===== config.mk =====
export PLATFORM = sky130hd
export DESIGN_NAME = datestamp_to_fat_timestamp
export DESIGN_NICKNAME = d
export VERILOG_FILES = /design/src/dtf_pkg.sv /design/src/dtf_ctl.sv /design/src/dtf_sec.sv /design/src/dtf_cal.sv /design/src/dtf_tod.sv /design/src/datestamp_to_fat_timestamp.sv
export SDC_FILE = /design/constraint.sdc
export NUM_CORES = 2
export LEC_CHECK = 0
export BUFFER_PORTS_ARGS = -buffer_cell sky130_fd_sc_hd__clkbuf_2
export CORE_ASPECT_RATIO = 0.6
export CORE_MARGIN = 2
export CORE_UTILIZATION = 67
export CTS_BUF_LIST = sky130_fd_sc_hd__clkbuf_4 sky130_fd_sc_hd__clkbuf_8
export DETAILED_ROUTE_END_ITERATION = 6
export PLACE_DENSITY_LB_ADDON = 0.25
export SLEW_MARGIN = 20
export SYNTH_ARGS = -nofsm -noshare
export SYNTH_HDL_FRONTEND = slang
export SYNTH_HIERARCHICAL = 1
export SYNTH_SLANG_ARGS = --single-unit

===== constraint.sdc =====
create_clock -name i_clk -period 7.2 [get_ports i_clk]
set_input_delay 0.72 -clock i_clk [delete_from_list [all_inputs] [get_ports i_clk]]
set_output_delay 0.72 -clock i_clk [all_outputs]
set_load 0.01 [all_outputs]

===== src/dtf_pkg.sv =====
`timescale 1ns / 1ps

package dtf_pkg;

    // Pipeline depth: registers between the input and the output ports.
    localparam int unsigned NSTG = 9;

    localparam int unsigned TICK_RATE = 50;

    // Field widths.
    localparam int unsigned DAY_W   = 16;
    localparam int unsigned MIN_W   = 11;
    localparam int unsigned TICK_W  = 16;
    localparam int unsigned TZ_W    = 18;
    localparam int unsigned SEC_W   = 32;
    localparam int unsigned WORD_W  = 16;
    localparam int unsigned CS_W    = 7;

    // Internal widths.
    localparam int unsigned DAYS_W       = 16;
    localparam int unsigned YEAR_W       = 8;
    localparam int unsigned YEAR_FIELD_W = 7;
    localparam int unsigned MONTH_W      = 4;
    localparam int unsigned DOM_W        = 5;
    localparam int unsigned DOY_W        = 9;
    localparam int unsigned DOY_CALC_W   = DAYS_W + 1;
    localparam int unsigned HOUR_W       = 5;
    localparam int unsigned MINUTE_W     = 6;
    localparam int unsigned TWOSEC_W     = 5;
    localparam int unsigned REM_W        = 17;
    localparam int unsigned REM2_W       = 12;
    localparam int unsigned MPROD_W      = MIN_W + 6;

    localparam longint unsigned SECS_PER_MIN  = 60;
    localparam longint unsigned SECS_PER_HOUR = 3600;
    localparam longint unsigned SECS_PER_DAY  = 86400;
    localparam longint unsigned EPOCH_SHIFT   = 63072000;
    localparam longint unsigned BASE_YEAR     = 1980;
    localparam longint unsigned DAYS_PER_YEAR = 365;
    localparam longint unsigned DAYS_4Y       = 4 * 365 + 1;
    localparam longint unsigned CS_ODD        = 100;

    localparam int unsigned LB_W = $clog2(BASE_YEAR + 2 ** YEAR_W);

    localparam int unsigned MONTHS  = 12;
    localparam int unsigned FEBRUARY = 2;
    localparam int unsigned MARCH    = 3;

    // Division by constants as multiplication by a rounded-up reciprocal.
    // The shift is chosen so that the rounding error never reaches the
    // next integer over the whole range of the dividend.

    // tick / TICK_RATE
    localparam int unsigned TQ_W = $clog2((2 ** TICK_W - 1) / TICK_RATE + 1);
    localparam int unsigned TQ_SH = TICK_W + $clog2(TICK_RATE);
    localparam longint unsigned TQ_RCP =
        ((64'd1 << TQ_SH) + TICK_RATE - 1) / TICK_RATE;
    localparam int unsigned TQ_RCP_W = $clog2(TQ_RCP + 1);

    // seconds / 86400, done as (seconds >> 7) / 675
    localparam int unsigned DQ_PRE = 7;
    localparam longint unsigned DQ_DIV = SECS_PER_DAY >> DQ_PRE;
    localparam int unsigned DQ_X_W = SEC_W - DQ_PRE;
    localparam int unsigned DQ_SH = DQ_X_W + $clog2(DQ_DIV);
    localparam longint unsigned DQ_RCP = ((64'd1 << DQ_SH) + DQ_DIV - 1) / DQ_DIV;
    localparam int unsigned DQ_RCP_W = $clog2(DQ_RCP + 1);

    // (4 * days) / 1461
    localparam int unsigned YQ_X_W = DAYS_W + 2;
    localparam int unsigned YQ_SH = YQ_X_W + $clog2(DAYS_4Y);
    localparam longint unsigned YQ_RCP = ((64'd1 << YQ_SH) + DAYS_4Y - 1) / DAYS_4Y;
    localparam int unsigned YQ_RCP_W = $clog2(YQ_RCP + 1);

    // remainder of day / 3600
    localparam int unsigned HQ_SH = REM_W + $clog2(SECS_PER_HOUR);
    localparam longint unsigned HQ_RCP =
        ((64'd1 << HQ_SH) + SECS_PER_HOUR - 1) / SECS_PER_HOUR;
    localparam int unsigned HQ_RCP_W = $clog2(HQ_RCP + 1);

    // remainder of hour / 60
    localparam int unsigned MQ_SH = REM2_W + $clog2(SECS_PER_MIN);
    localparam longint unsigned MQ_RCP =
        ((64'd1 << MQ_SH) + SECS_PER_MIN - 1) / SECS_PER_MIN;
    localparam int unsigned MQ_RCP_W = $clog2(MQ_RCP + 1);

    // Day of year on which each month starts, ignoring the leap day.
    function automatic logic [DOY_W-1:0] month_start(input logic [MONTH_W-1:0] m);
        logic [DOY_W-1:0] v;
        case (m)
            4'd2:    v = 9'd31;
            4'd3:    v = 9'd59;
            4'd4:    v = 9'd90;
            4'd5:    v = 9'd120;
            4'd6:    v = 9'd151;
            4'd7:    v = 9'd181;
            4'd8:    v = 9'd212;
            4'd9:    v = 9'd243;
            4'd10:   v = 9'd273;
            4'd11:   v = 9'd304;
            4'd12:   v = 9'd334;
            default: v = 9'd0;
        endcase
        return v;
    endfunction

endpackage


===== src/dtf_ctl.sv =====
`timescale 1ns / 1ps

module dtf_ctl import dtf_pkg::*; (
    input  logic            i_clk,
    input  logic            i_rst_n,
    input  logic            i_valid,
    output logic            o_stall,
    output logic            o_valid,
    input  logic            i_stall,
    output logic [NSTG-1:0] o_en
);

    logic [NSTG-1:0] r_vld;
    logic [NSTG-1:0] n_vld;
    logic [NSTG-1:0] w_rdy;
    logic [NSTG-1:0] w_vin;

    // A stage may load when it is empty or when the stage after it moves on,
    // so bubbles are squeezed out even while the output is held.
    always_comb begin
        w_rdy[NSTG-1] = !r_vld[NSTG-1] || !i_stall;
        for (int k = NSTG - 2; k >= 0; k--) begin
            w_rdy[k] = !r_vld[k] || w_rdy[k+1];
        end
    end

    assign w_vin = {r_vld[NSTG-2:0], i_valid};
    assign n_vld = (w_rdy & w_vin) | (~w_rdy & r_vld);

    always_ff @(posedge i_clk) begin
        if (!i_rst_n) begin
            r_vld <= '0;
        end else begin
            r_vld <= n_vld;
        end
    end

    assign o_en    = w_rdy;
    assign o_stall = !w_rdy[0];
    assign o_valid = r_vld[NSTG-1];

endmodule


===== src/dtf_sec.sv =====
`timescale 1ns / 1ps

module dtf_sec import dtf_pkg::*; (
    input  logic                   i_clk,
    input  logic [NSTG-1:0]        i_en,
    input  logic [DAY_W-1:0]       i_day_count,
    input  logic [MIN_W-1:0]       i_minute_of_day,
    input  logic [TICK_W-1:0]      i_tick_of_minute,
    input  logic signed [TZ_W-1:0] i_tz,
    input  logic [SEC_W-1:0]       i_shift,
    output logic [SEC_W-1:0]       o_secs,
    output logic [DAYS_W-1:0]      o_days
);

    localparam int unsigned TQ_PW = TICK_W + TQ_RCP_W;
    localparam int unsigned DQ_PW = DQ_X_W + DQ_RCP_W;

    logic [TQ_PW-1:0]   w_tq_prod;
    logic [SEC_W-1:0]   w_day_prod;
    logic [MPROD_W-1:0] w_min_prod;
    logic [SEC_W-1:0]   w_tz_ext;
    logic [SEC_W:0]     w_diff;
    logic [DQ_PW-1:0]   w_dq_prod;

    logic [SEC_W-1:0]   r1_dprod;
    logic [MPROD_W-1:0] r1_mprod;
    logic [TQ_W-1:0]    r1_tq;
    logic [SEC_W-1:0]   r2_sum;
    logic [SEC_W-1:0]   r3_secs;
    logic [SEC_W-1:0]   r4_secs;
    logic [DAYS_W-1:0]  r4_days;

    assign w_tq_prod  = TQ_PW'(i_tick_of_minute) * TQ_PW'(TQ_RCP);
    assign w_day_prod = SEC_W'(i_day_count) * SEC_W'(SECS_PER_DAY);
    assign w_min_prod = MPROD_W'(i_minute_of_day) * MPROD_W'(SECS_PER_MIN);

    assign w_tz_ext = {{(SEC_W - TZ_W){i_tz[TZ_W-1]}}, i_tz};

    // A borrow means the seconds lie before the 1980 threshold: clamp to it.
    assign w_diff = {1'b0, r2_sum} - {1'b0, i_shift};

    assign w_dq_prod = DQ_PW'(r3_secs[SEC_W-1:DQ_PRE]) * DQ_PW'(DQ_RCP);

    always_ff @(posedge i_clk) begin
        if (i_en[0]) begin
            r1_dprod <= w_day_prod;
            r1_mprod <= w_min_prod;
            r1_tq    <= w_tq_prod[TQ_SH +: TQ_W];
        end
        if (i_en[1]) begin
            r2_sum <= r1_dprod + SEC_W'(r1_mprod) + SEC_W'(r1_tq) + w_tz_ext;
        end
        if (i_en[2]) begin
            r3_secs <= w_diff[SEC_W] ? '0 : w_diff[SEC_W-1:0];
        end
        if (i_en[3]) begin
            r4_secs <= r3_secs;
            r4_days <= w_dq_prod[DQ_SH +: DAYS_W];
        end
    end

    assign o_secs = r4_secs;
    assign o_days = r4_days;

endmodule


===== src/dtf_cal.sv =====
`timescale 1ns / 1ps

module dtf_cal import dtf_pkg::*; (
    input  logic               i_clk,
    input  logic [NSTG-1:0]    i_en,
    input  logic [DAYS_W-1:0]  i_days,
    output logic [WORD_W-1:0]  o_date_word,
    output logic               o_year_overflow
);

    localparam int unsigned YQ_PW = YQ_X_W + YQ_RCP_W;

    logic [YQ_PW-1:0]      w_yq_prod;
    logic [LB_W-1:0]       w_lb;
    logic [LB_W-1:0]       w_leaps;
    logic [DOY_CALC_W-1:0] w_doy;
    logic [1:0]            w_ymod;
    logic [MONTH_W-1:0]    w_month;
    logic                  w_lsub;
    logic [DOY_W-1:0]      w_day;

    logic [DAYS_W-1:0]     r5_days;
    logic [YEAR_W-1:0]     r5_year;
    logic [DOY_W-1:0]      r6_doy;
    logic                  r6_leap;
    logic [YEAR_W-1:0]     r6_year;
    logic [DOY_W-1:0]      r7_doy;
    logic                  r7_leap;
    logic [YEAR_W-1:0]     r7_year;
    logic [MONTH_W-1:0]    r7_month;
    logic [DOM_W-1:0]      r8_day;
    logic [MONTH_W-1:0]    r8_month;
    logic [YEAR_W-1:0]     r8_year;
    logic [WORD_W-1:0]     r9_date;
    logic                  r9_ovf;

    assign w_yq_prod = YQ_PW'({i_days, 2'b00}) * YQ_PW'(YQ_RCP);

    // Leap days in the years before this one, counting every fourth year.
    assign w_lb    = (LB_W'(BASE_YEAR - 1) + LB_W'(r5_year)) >> 2;
    assign w_leaps = w_lb - LB_W'((BASE_YEAR - 1) / 4);
    assign w_doy   = DOY_CALC_W'(r5_days)
                   - DOY_CALC_W'(r5_year) * DOY_CALC_W'(DAYS_PER_YEAR)
                   - DOY_CALC_W'(w_leaps);
    assign w_ymod  = 2'(BASE_YEAR) + r5_year[1:0];

    // The first month whose end lies beyond the day of year wins; December
    // catches everything else.
    always_comb begin
        logic              lday;
        logic              lsub;
        logic [DOY_W:0]    lhs;
        logic [DOY_W:0]    rhs;
        w_month = MONTH_W'(MONTHS);
        for (int m = MONTHS - 1; m >= 1; m--) begin
            lday = r6_leap && (m == FEBRUARY);
            lsub = r6_leap && (m >= MARCH);
            lhs  = {1'b0, r6_doy} - (DOY_W + 1)'(lsub);
            rhs  = (DOY_W + 1)'(month_start(MONTH_W'(m + 1))) + (DOY_W + 1)'(lday);
            if (lhs < rhs) begin
                w_month = MONTH_W'(m);
            end
        end
    end

    assign w_lsub = r7_leap && (r7_month >= MONTH_W'(MARCH));
    assign w_day  = r7_doy - month_start(r7_month) - DOY_W'(w_lsub) + DOY_W'(1);

    always_ff @(posedge i_clk) begin
        if (i_en[4]) begin
            r5_days <= i_days;
            r5_year <= w_yq_prod[YQ_SH +: YEAR_W];
        end
        if (i_en[5]) begin
            r6_doy  <= w_doy[DOY_W-1:0];
            r6_leap <= (w_ymod == 2'd0);
            r6_year <= r5_year;
        end
        if (i_en[6]) begin
            r7_doy   <= r6_doy;
            r7_leap  <= r6_leap;
            r7_year  <= r6_year;
            r7_month <= w_month;
        end
        if (i_en[7]) begin
            r8_day   <= w_day[DOM_W-1:0];
            r8_month <= r7_month;
            r8_year  <= r7_year;
        end
        if (i_en[8]) begin
            r9_date <= {r8_year[YEAR_FIELD_W-1:0], r8_month, r8_day};
            r9_ovf  <= |r8_year[YEAR_W-1:YEAR_FIELD_W];
        end
    end

    assign o_date_word     = r9_date;
    assign o_year_overflow = r9_ovf;

endmodule


===== src/dtf_tod.sv =====
`timescale 1ns / 1ps

module dtf_tod import dtf_pkg::*; (
    input  logic              i_clk,
    input  logic [NSTG-1:0]   i_en,
    input  logic [SEC_W-1:0]  i_secs,
    input  logic [DAYS_W-1:0] i_days,
    output logic [WORD_W-1:0] o_time_word,
    output logic [CS_W-1:0]   o_centiseconds
);

    localparam int unsigned HQ_PW = REM_W + HQ_RCP_W;
    localparam int unsigned MQ_PW = REM2_W + MQ_RCP_W;

    logic [REM_W-1:0]    w_dsec;
    logic [HQ_PW-1:0]    w_hq_prod;
    logic [REM_W-1:0]    w_rem2;
    logic [MQ_PW-1:0]    w_mq_prod;
    logic [REM2_W-1:0]   w_sec;

    logic [REM_W-1:0]    r5_rem;
    logic [REM_W-1:0]    r6_rem;
    logic [HOUR_W-1:0]   r6_hour;
    logic [REM2_W-1:0]   r7_rem2;
    logic [HOUR_W-1:0]   r7_hour;
    logic                r7_odd;
    logic [REM2_W-1:0]   r8_rem2;
    logic [HOUR_W-1:0]   r8_hour;
    logic [MINUTE_W-1:0] r8_min;
    logic                r8_odd;
    logic [WORD_W-1:0]   r9_time;
    logic [CS_W-1:0]     r9_cs;

    // Only the low bits matter: the remainder of the day fits in them.
    assign w_dsec    = REM_W'(i_days) * REM_W'(SECS_PER_DAY);
    assign w_hq_prod = HQ_PW'(r5_rem) * HQ_PW'(HQ_RCP);
    assign w_rem2    = r6_rem - REM_W'(r6_hour) * REM_W'(SECS_PER_HOUR);
    assign w_mq_prod = MQ_PW'(r7_rem2) * MQ_PW'(MQ_RCP);
    assign w_sec     = r8_rem2 - REM2_W'(r8_min) * REM2_W'(SECS_PER_MIN);

    always_ff @(posedge i_clk) begin
        if (i_en[4]) begin
            r5_rem <= i_secs[REM_W-1:0] - w_dsec;
        end
        if (i_en[5]) begin
            r6_rem  <= r5_rem;
            r6_hour <= w_hq_prod[HQ_SH +: HOUR_W];
        end
        if (i_en[6]) begin
            r7_rem2 <= w_rem2[REM2_W-1:0];
            r7_hour <= r6_hour;
            r7_odd  <= r6_rem[0];
        end
        if (i_en[7]) begin
            r8_rem2 <= r7_rem2;
            r8_hour <= r7_hour;
            r8_min  <= w_mq_prod[MQ_SH +: MINUTE_W];
            r8_odd  <= r7_odd;
        end
        if (i_en[8]) begin
            r9_time <= {r8_hour, r8_min, w_sec[TWOSEC_W:1]};
            r9_cs   <= r8_odd ? CS_W'(CS_ODD) : '0;
        end
    end

    assign o_time_word    = r9_time;
    assign o_centiseconds = r9_cs;

endmodule


===== src/datestamp_to_fat_timestamp.sv =====
`timescale 1ns / 1ps
// Throughput: one item per cycle while the output is not stalled; a stalled
// output holds only the stages that are full, so empty stages behind it keep
// taking items.
// Reset (synchronous, active low) empties the pipeline and sets the
// timezone offset to zero.

module datestamp_to_fat_timestamp import dtf_pkg::*; (
    input  logic               i_clk,
    input  logic               i_rst_n,
    input  logic               i_cfg_we,
    input  logic [TZ_W-1:0]    i_cfg_wdata,
    input  logic               i_valid,
    output logic               o_stall,
    input  logic [DAY_W-1:0]   i_day_count,
    input  logic [MIN_W-1:0]   i_minute_of_day,
    input  logic [TICK_W-1:0]  i_tick_of_minute,
    output logic               o_valid,
    input  logic               i_stall,
    output logic [WORD_W-1:0]  o_date_word,
    output logic [WORD_W-1:0]  o_time_word,
    output logic [CS_W-1:0]    o_centiseconds,
    output logic               o_year_overflow
);

    logic signed [TZ_W-1:0] r_tz;
    logic [SEC_W-1:0]       r_shift;
    logic [SEC_W-1:0]       w_wdata_ext;
    logic [NSTG-1:0]        w_en;
    logic [SEC_W-1:0]       w_secs;
    logic [DAYS_W-1:0]      w_days;

    assign w_wdata_ext = {{(SEC_W - TZ_W){i_cfg_wdata[TZ_W-1]}}, i_cfg_wdata};

    // The 1980 threshold is kept alongside the offset so the clamp stage
    // needs only one subtraction.
    always_ff @(posedge i_clk) begin
        if (!i_rst_n) begin
            r_tz    <= '0;
            r_shift <= SEC_W'(EPOCH_SHIFT);
        end else if (i_cfg_we) begin
            r_tz    <= i_cfg_wdata;
            r_shift <= SEC_W'(EPOCH_SHIFT) + w_wdata_ext;
        end
    end

    dtf_ctl u_ctl (
        .i_clk   (i_clk),
        .i_rst_n (i_rst_n),
        .i_valid (i_valid),
        .o_stall (o_stall),
        .o_valid (o_valid),
        .i_stall (i_stall),
        .o_en    (w_en)
    );

    dtf_sec u_sec (
        .i_clk            (i_clk),
        .i_en             (w_en),
        .i_day_count      (i_day_count),
        .i_minute_of_day  (i_minute_of_day),
        .i_tick_of_minute (i_tick_of_minute),
        .i_tz             (r_tz),
        .i_shift          (r_shift),
        .o_secs           (w_secs),
        .o_days           (w_days)
    );

    dtf_cal u_cal (
        .i_clk           (i_clk),
        .i_en            (w_en),
        .i_days          (w_days),
        .o_date_word     (o_date_word),
        .o_year_overflow (o_year_overflow)
    );

    dtf_tod u_tod (
        .i_clk          (i_clk),
        .i_en           (w_en),
        .i_secs         (w_secs),
        .i_days         (w_days),
        .o_time_word    (o_time_word),
        .o_centiseconds (o_centiseconds)
    );

endmodule


== Yosys cells after proc, flatten, opt, wreduce, memory -nomap -nowiden ==
Memories as Yosys holds them, arrays and structs flattened.
Cells that the tools add are included.
Storage, ports and cells
  memories: 1
  memory bits (read-only): 144
  word-level logic and storage cells: 118
  register bits after elaboration: 387
Cells by class
  reductions and logical operators: 24
  add/sub/neg operators: 17
  magnitude comparators: 12
  multipliers: 11
  bitwise logic cells: 4
  mux-type cells: 11
Memory list
  (no name shown): words 16, bits a word 9, read ports 1, clocked after memory_dff 0, wr ports 0, line dtf_pkg.sv:89  | case (m)
Operators by type and width (count)
  25-bit by 26-bit multiplier with 51-bit output (second input constant): 1
  10-bit by 8-bit < comparator with 1-bit output (second input constant): 4
  16-bit by 19-bit multiplier with 35-bit output (second input constant): 1
  17-bit by 18-bit multiplier with 34-bit output (second input constant): 1
  16-bit by 17-bit multiplier with 33-bit output (second input constant): 1
  32-bit by 32-bit subtractor with 33-bit output: 1
  32-bit by 11-bit adder with 32-bit output: 1
  32-bit by 17-bit adder with 32-bit output: 1
  32-bit adder: 1
  10-bit by 9-bit < comparator with 1-bit output (second input constant): 3
  27-bit by 18-bit adder with 28-bit output (first input constant): 1
  16-bit by 10-bit multiplier with 25-bit output (second input constant): 1
  12-bit by 12-bit multiplier with 23-bit output (second input constant): 1
  10-bit by 7-bit < comparator with 1-bit output (second input constant): 2
  9-bit bitwise AND: 2
  9-bit subtractor: 2
  17-bit subtractor: 1
  16-bit by 10-bit multiplier with 10-bit output (second input constant): 1
  11-bit by 4-bit multiplier with 15-bit output (second input constant): 1
  3-bit 2-to-1 mux: 5
  4-bit 2-to-1 mux: 3
  12-bit subtractor: 1
  11-bit by 8-bit adder with 11-bit output (first input constant): 1
  1-bit zero test: 11
  22 further kinds: 31

== Longest topological paths before layout ==
  word-level depth: 13
  depth in mapped cells: 25
  depth with buffers taken out: 25

== Cells and area by module ==
Netlist, hierarchy kept.
By module, submodules not included
  dtf_sec: area each 26994.6 um2, times used 1, sequential area each 4894.7 um2, cells an instance 2559
  dtf_cal: area each 10282.4 um2, times used 1, sequential area each 2612.5 um2, cells an instance 924
  dtf_tod: area each 9673.0 um2, times used 1, sequential area each 2552.4 um2, cells an instance 858
  datestamp_to_fat_timestamp: area each 1228.7 um2, times used 1, sequential area each 620.6 um2, cells an instance 131
  dtf_ctl: area each 362.8 um2, times used 1, sequential area each 180.2 um2, cells an instance 42

== Least setup slack after synthesis ==
No wires, ideal clock.
  path type: flip-flop to flip-flop
  start point: register u_sec.r3_secs[30]
  end point: register u_sec.r4_days[13], in the netlist u_sec/o_days[13] (data pin)
  library setup time: 255 ps
  data arrival time: 6282 ps
  stages on the path, launching flop included: 24
  path buffers: 0
  data required time: 6945 ps
  period minus slack after synthesis: 6537 ps
  slack: 663 ps
  cell sequence: edfxtp_1 > fa_1 > inv_1 > fa_1 > inv_1 > fa_1 > inv_1 > fa_1 > inv_1 > fa_1 > inv_1 > fa_1 > inv_1 > ha_1 > ha_1 > a21oi_1 > o21ai_0 > nor3_1 > a31oi_1 > o31ai_2 > a41oi_1 > o21ai_0 > or3b_2 > and2_1
On the way
  longest elaborated chain between the ends: 1
RTL lines
  from (decl): line dtf_sec.sv:29  | logic [SEC_W-1:0] r3_secs;
  from (signal assigned): line dtf_sec.sv:54  | r3_secs <= w_diff[SEC_W] ? '0 : w_diff[SEC_W-1:0];
  25-bit by 26-bit multiplier with 51-bit output: line dtf_sec.sv:42  | assign w_dq_prod = DQ_PW'(r3_secs[SEC_W-1:DQ_PRE]) * DQ_PW'(DQ_RCP);
  via u_sec.w_dq_prod[48]: line dtf_sec.sv:23  | logic [DQ_PW-1:0] w_dq_prod;
  to (signal assigned): line dtf_sec.sv:58  | r4_days <= w_dq_prod[DQ_SH +: DAYS_W];
  to (decl): line dtf_sec.sv:31  | logic [DAYS_W-1:0] r4_days;
The timed path passes the listed nets, and every way through them passes these cells.
A chain may end at the register's enable or synchronous reset.

== Worst setup path after layout ==
  start point: register u_sec.r3_secs[26]
  end point: register u_sec.r4_days[15], in the netlist u_sec/o_days[15] (data pin)
The elaborated chain is that of the path after synthesis.

==> run_summary.xml <==
<?xml version="1.0" encoding="UTF-8"?>
<metrics>
  <group name="detailed_routing">
    <metric name="detailedRoute.firstPassIterationCount" unit="">5</metric>
    <metric name="post_drt_wl_per_cell" unit="µm">18.52</metric>
    <metric name="detailroute.via_count" unit="">31730</metric>
    <metric name="ant_nets" unit="">0</metric>
    <metric name="avgViaCountPerCell" unit="">5.578</metric>
    <metric name="drc_violation_count_after_routing" unit="">0</metric>
    <metric name="drt_iter0_markers" unit="">2294</metric>
    <metric name="detail_route.wirelength" unit="µm">105300</metric>
  </group>
  <group name="grt">
    <metric name="grt.overflow.total" unit="">0</metric>
    <metric name="grt_pass1_vias" unit="">32630</metric>
    <metric name="largest_net_degree_at_the_start_of_global_routing" unit="">52</metric>
    <metric name="antenna_found_initial" unit="">2</metric>
    <metric name="gr-usage-all-layers" unit="%">29.80</metric>
    <metric name="grt_pass1_wl" unit="µm">172300</metric>
  </group>
  <group name="synth">
    <metric name="post_synth_instance_area" unit="mm²">0.04809</metric>
    <metric name="synth.yosys.warnings" unit="">6</metric>
    <metric name="synth_cells" unit="">4499</metric>
    <metric name="syn-mean-instance-area" unit="µm²">10.69</metric>
  </group>
  <group name="critical_path">
    <metric name="timing.critical_path.fanout_max" unit="">7</metric>
    <metric name="slowest_stage" unit="">edfxtp_1</metric>
    <metric name="max_stage_delay" unit="ps">560</metric>
    <metric name="timing.critical_path.cells" unit="">ha_1 &gt; fa_1 &gt; inv_1 &gt; fa_1 &gt; fa_1 &gt; inv_1 &gt; fa_1 &gt; inv_1 &gt; fa_1 &gt; inv_1 &gt; fa_1 &gt; ha_1 &gt; a21oi_1 &gt; o21ai_0 &gt; nor3_1 &gt; a31oi_2 &gt; o31ai_2 &gt; buf_4 &gt; a41oi_2 &gt; or4_1 &gt; a31oi_1 &gt; xnor2_1</metric>
    <metric name="critical_path_class" unit="">reg -&gt; reg</metric>
    <metric name="r2r_slack" unit="ps">330</metric>
    <metric name="worstPathBufferInverterCount" unit="">5</metric>
    <metric name="timing.critical_path.from_type" unit="">flop</metric>
    <metric name="crit_top_cell" unit="">fa_1</metric>
    <metric name="cp.required" unit="ps">7610</metric>
    <metric name="worst_ep_arrival_time" unit="ps">7280</metric>
    <metric name="dominant_delay_contributor_by_cell_family_on_the_critical_path" unit="">adder cells</metric>
    <metric name="timing.critical_path.to_type" unit="">flop</metric>
  </group>
  <group name="placement">
    <metric name="dp_hpwl" unit="µm">90240</metric>
    <metric name="buffer_ports.inserted" unit="">103</metric>
    <metric name="routability_driven_placement_congestion_ratio" unit="">1.037</metric>
  </group>
  <group name="clock_network">
    <metric name="htree_num_levels" unit="">2</metric>
    <metric name="clock_tree.buffer_depth" unit="">3</metric>
    <metric name="worst_skew_pair.late_latency" unit="ps">680</metric>
    <metric name="cts_tree" unit="">built</metric>
    <metric name="clock-root-buffer" unit="">clkbuf_8</metric>
    <metric name="cts_hold_repair.buffers" unit="">0</metric>
    <metric name="clk_pin_slew" unit="ps">70</metric>
    <metric name="cts-buffers-inserted" unit="">56</metric>
    <metric name="cts_sinks" unit="">360</metric>
  </group>
  <group name="flow_run">
    <metric name="max_cap_viol_count" unit="">0</metric>
  </group>
  <group name="timing">
    <metric name="period_needed" unit="ps">6871</metric>
    <metric name="fin_crit_sh" unit="%">95.43</metric>
    <metric name="finalSetupViolations" unit="">0</metric>
    <metric name="count_of_final_max_slew_check_failures" unit="">0</metric>
    <metric name="max_freq" unit="GHz">0.1455</metric>
    <metric name="worst-slew-pin-transition" unit="ps">949.5</metric>
    <metric name="final.setup_skew" unit="ps">40.86</metric>
    <metric name="timing.max_slew.rel_slack" unit="%">36.70</metric>
    <metric name="finalHoldViolations" unit="">0</metric>
    <metric name="hold_ws" unit="ps">258.8</metric>
  </group>
  <group name="die">
    <metric name="floorplan.die_area" unit="mm²">0.07401</metric>
    <metric name="floorplan.io_pins" unit="">108</metric>
    <metric name="core_area" unit="mm²">0.07141</metric>
    <metric name="fp-row-count" unit="">76</metric>
    <metric name="fp.dieW" unit="µm">349.9</metric>
    <metric name="initial_core_util" unit="%">67.34</metric>
    <metric name="die_h" unit="µm">211.5</metric>
  </group>
  <group name="worst_hold_path">
    <metric name="hp-class" unit="">in -&gt; reg</metric>
  </group>
  <group name="cells_and_area">
    <metric name="layout.nets" unit="">6357</metric>
    <metric name="layout-drive-gt1-share" unit="%">6.493</metric>
    <metric name="syn2layout_area_growth" unit="%">6.471</metric>
    <metric name="n_antenna_cell" unit="">0</metric>
    <metric name="fillerInstances" unit="">5149</metric>
  </group>
  <group name="status">
    <metric name="run_status" unit="">finished clean</metric>
  </group>
</metrics>
[worst reg2reg max path: stages (launching register included)]
cell and delay, ps:
edfxtp_1 560, ha_1 330, fa_1 540, inv_1 60, fa_1 490, fa_1 560, inv_1 60, fa_1 530
inv_1 50, fa_1 520, inv_1 60, fa_1 420, ha_1 340, a21oi_1 240, o21ai_0 140, nor3_1 200
a31oi_2 180, o31ai_2 290, buf_4 180, a41oi_2 140, or4_1 420, a31oi_1 220, xnor2_1 90
[per-layer routing]
layer	global-route usage, %	wire [µm]
met5	0	12
met4	4.682	1474
met3	7.706	10180
met2	44.20	43820
met1	44.82	49860
[cell usage in the layout (no fill, tap or decap), types with 8 or more instances in the layout]
cell type,instances
nand2b_1,24
inv_1,1111
buf_4,33
xor2_1,68
a31oi_1,21
clkinv_2,16
nor2_1,147
o22ai_1,11
clkbuf_4,12
clkbuf_2,103
dfxtp_1,40
clkbuf_8,63
conb_1,15
o21ai_0,103
and3_1,14
and2_1,12
or2_2,10
ha_1,1068
nand3_1,55
a21o_1,91
nor3_1,28
o21a_1,26
a211oi_1,17
mux2i_1,20
o31a_1,9
xnor2_1,143
a21oi_1,188
nor2b_1,32
nand4_1,30
edfxtp_1,320
o31ai_1,9
fa_1,557
nand2_1,102
o2111ai_1,8
o21bai_1,28
a211o_1,8
o211ai_1,12
[state kept, by name, summed over array words and instances (netlist names), 13 cells and up]
register / cells
r_shift: 13
u_sec/o_days: 16
u_tod/r5_rem: 17
u_sec/r1_dprod: 25
u_sec/r2_sum: 32
u_sec/r1_mprod: 15
u_cal/o_date_word: 16
u_sec/o_secs: 17
u_tod/o_time_word: 16
r_tz: 18
u_sec/r3_secs: 32
[layout make-up]
class / instances / area, µm² / area share [%]
inverters: 1115 / 4187 / 8.176
clock inverters: 31 / 290.3 / 0.5669
multi-input cells: 2996 / 33380 / 65.18
clock buffers: 75 / 957.2 / 1.869
flip-flops and latches: 360 / 10410 / 20.33
well taps: 975 / 1220 / 2.383
repair buffers: 136 / 763.2 / 1.491
[path summary, 6_finish.rpt]
kind,from,endpoint,cells after the start
hold / removal,i_valid,u_ctl/r_vld[0]$_SDFFE_PN0N_,2
setup reg to reg,u_sec/r3_secs[26]$_SDFFCE_PN0P_,u_sec/o_days[15]$_DFFE_PP_,22
setup / recovery,u_sec/r3_secs[26]$_SDFFCE_PN0P_,u_sec/o_days[15]$_DFFE_PP_,22
hold reg to reg,u_cal/r7_year[2]$_DFFE_PP_,u_cal/r8_year[2]$_DFFE_PP_,0
[what timing repair did]
item,CTS,global route
setup endpoints to repair,0,4
setup buffers,0,0
resized for setup,0,3
[metrics by stage]
stage                     cells  TNS [ps]  utilization [%]  setup slack [ps]  instance area [µm²]
after floorplan            4511         0                -             672.3                48140
after global placement     5582         0            69.93             404.4                49940
after detailed placement   5582         0            69.93             372.9                49940
after CTS                  5688         0            71.67             375.5                51190
after global routing       5688    -13.89            71.70            -13.89                51200
final                      5688         0            71.70             329.4                51200
Power is not shown: default switching activity piles up to over one toggle a cycle in this logic, so the estimate is an artifact.
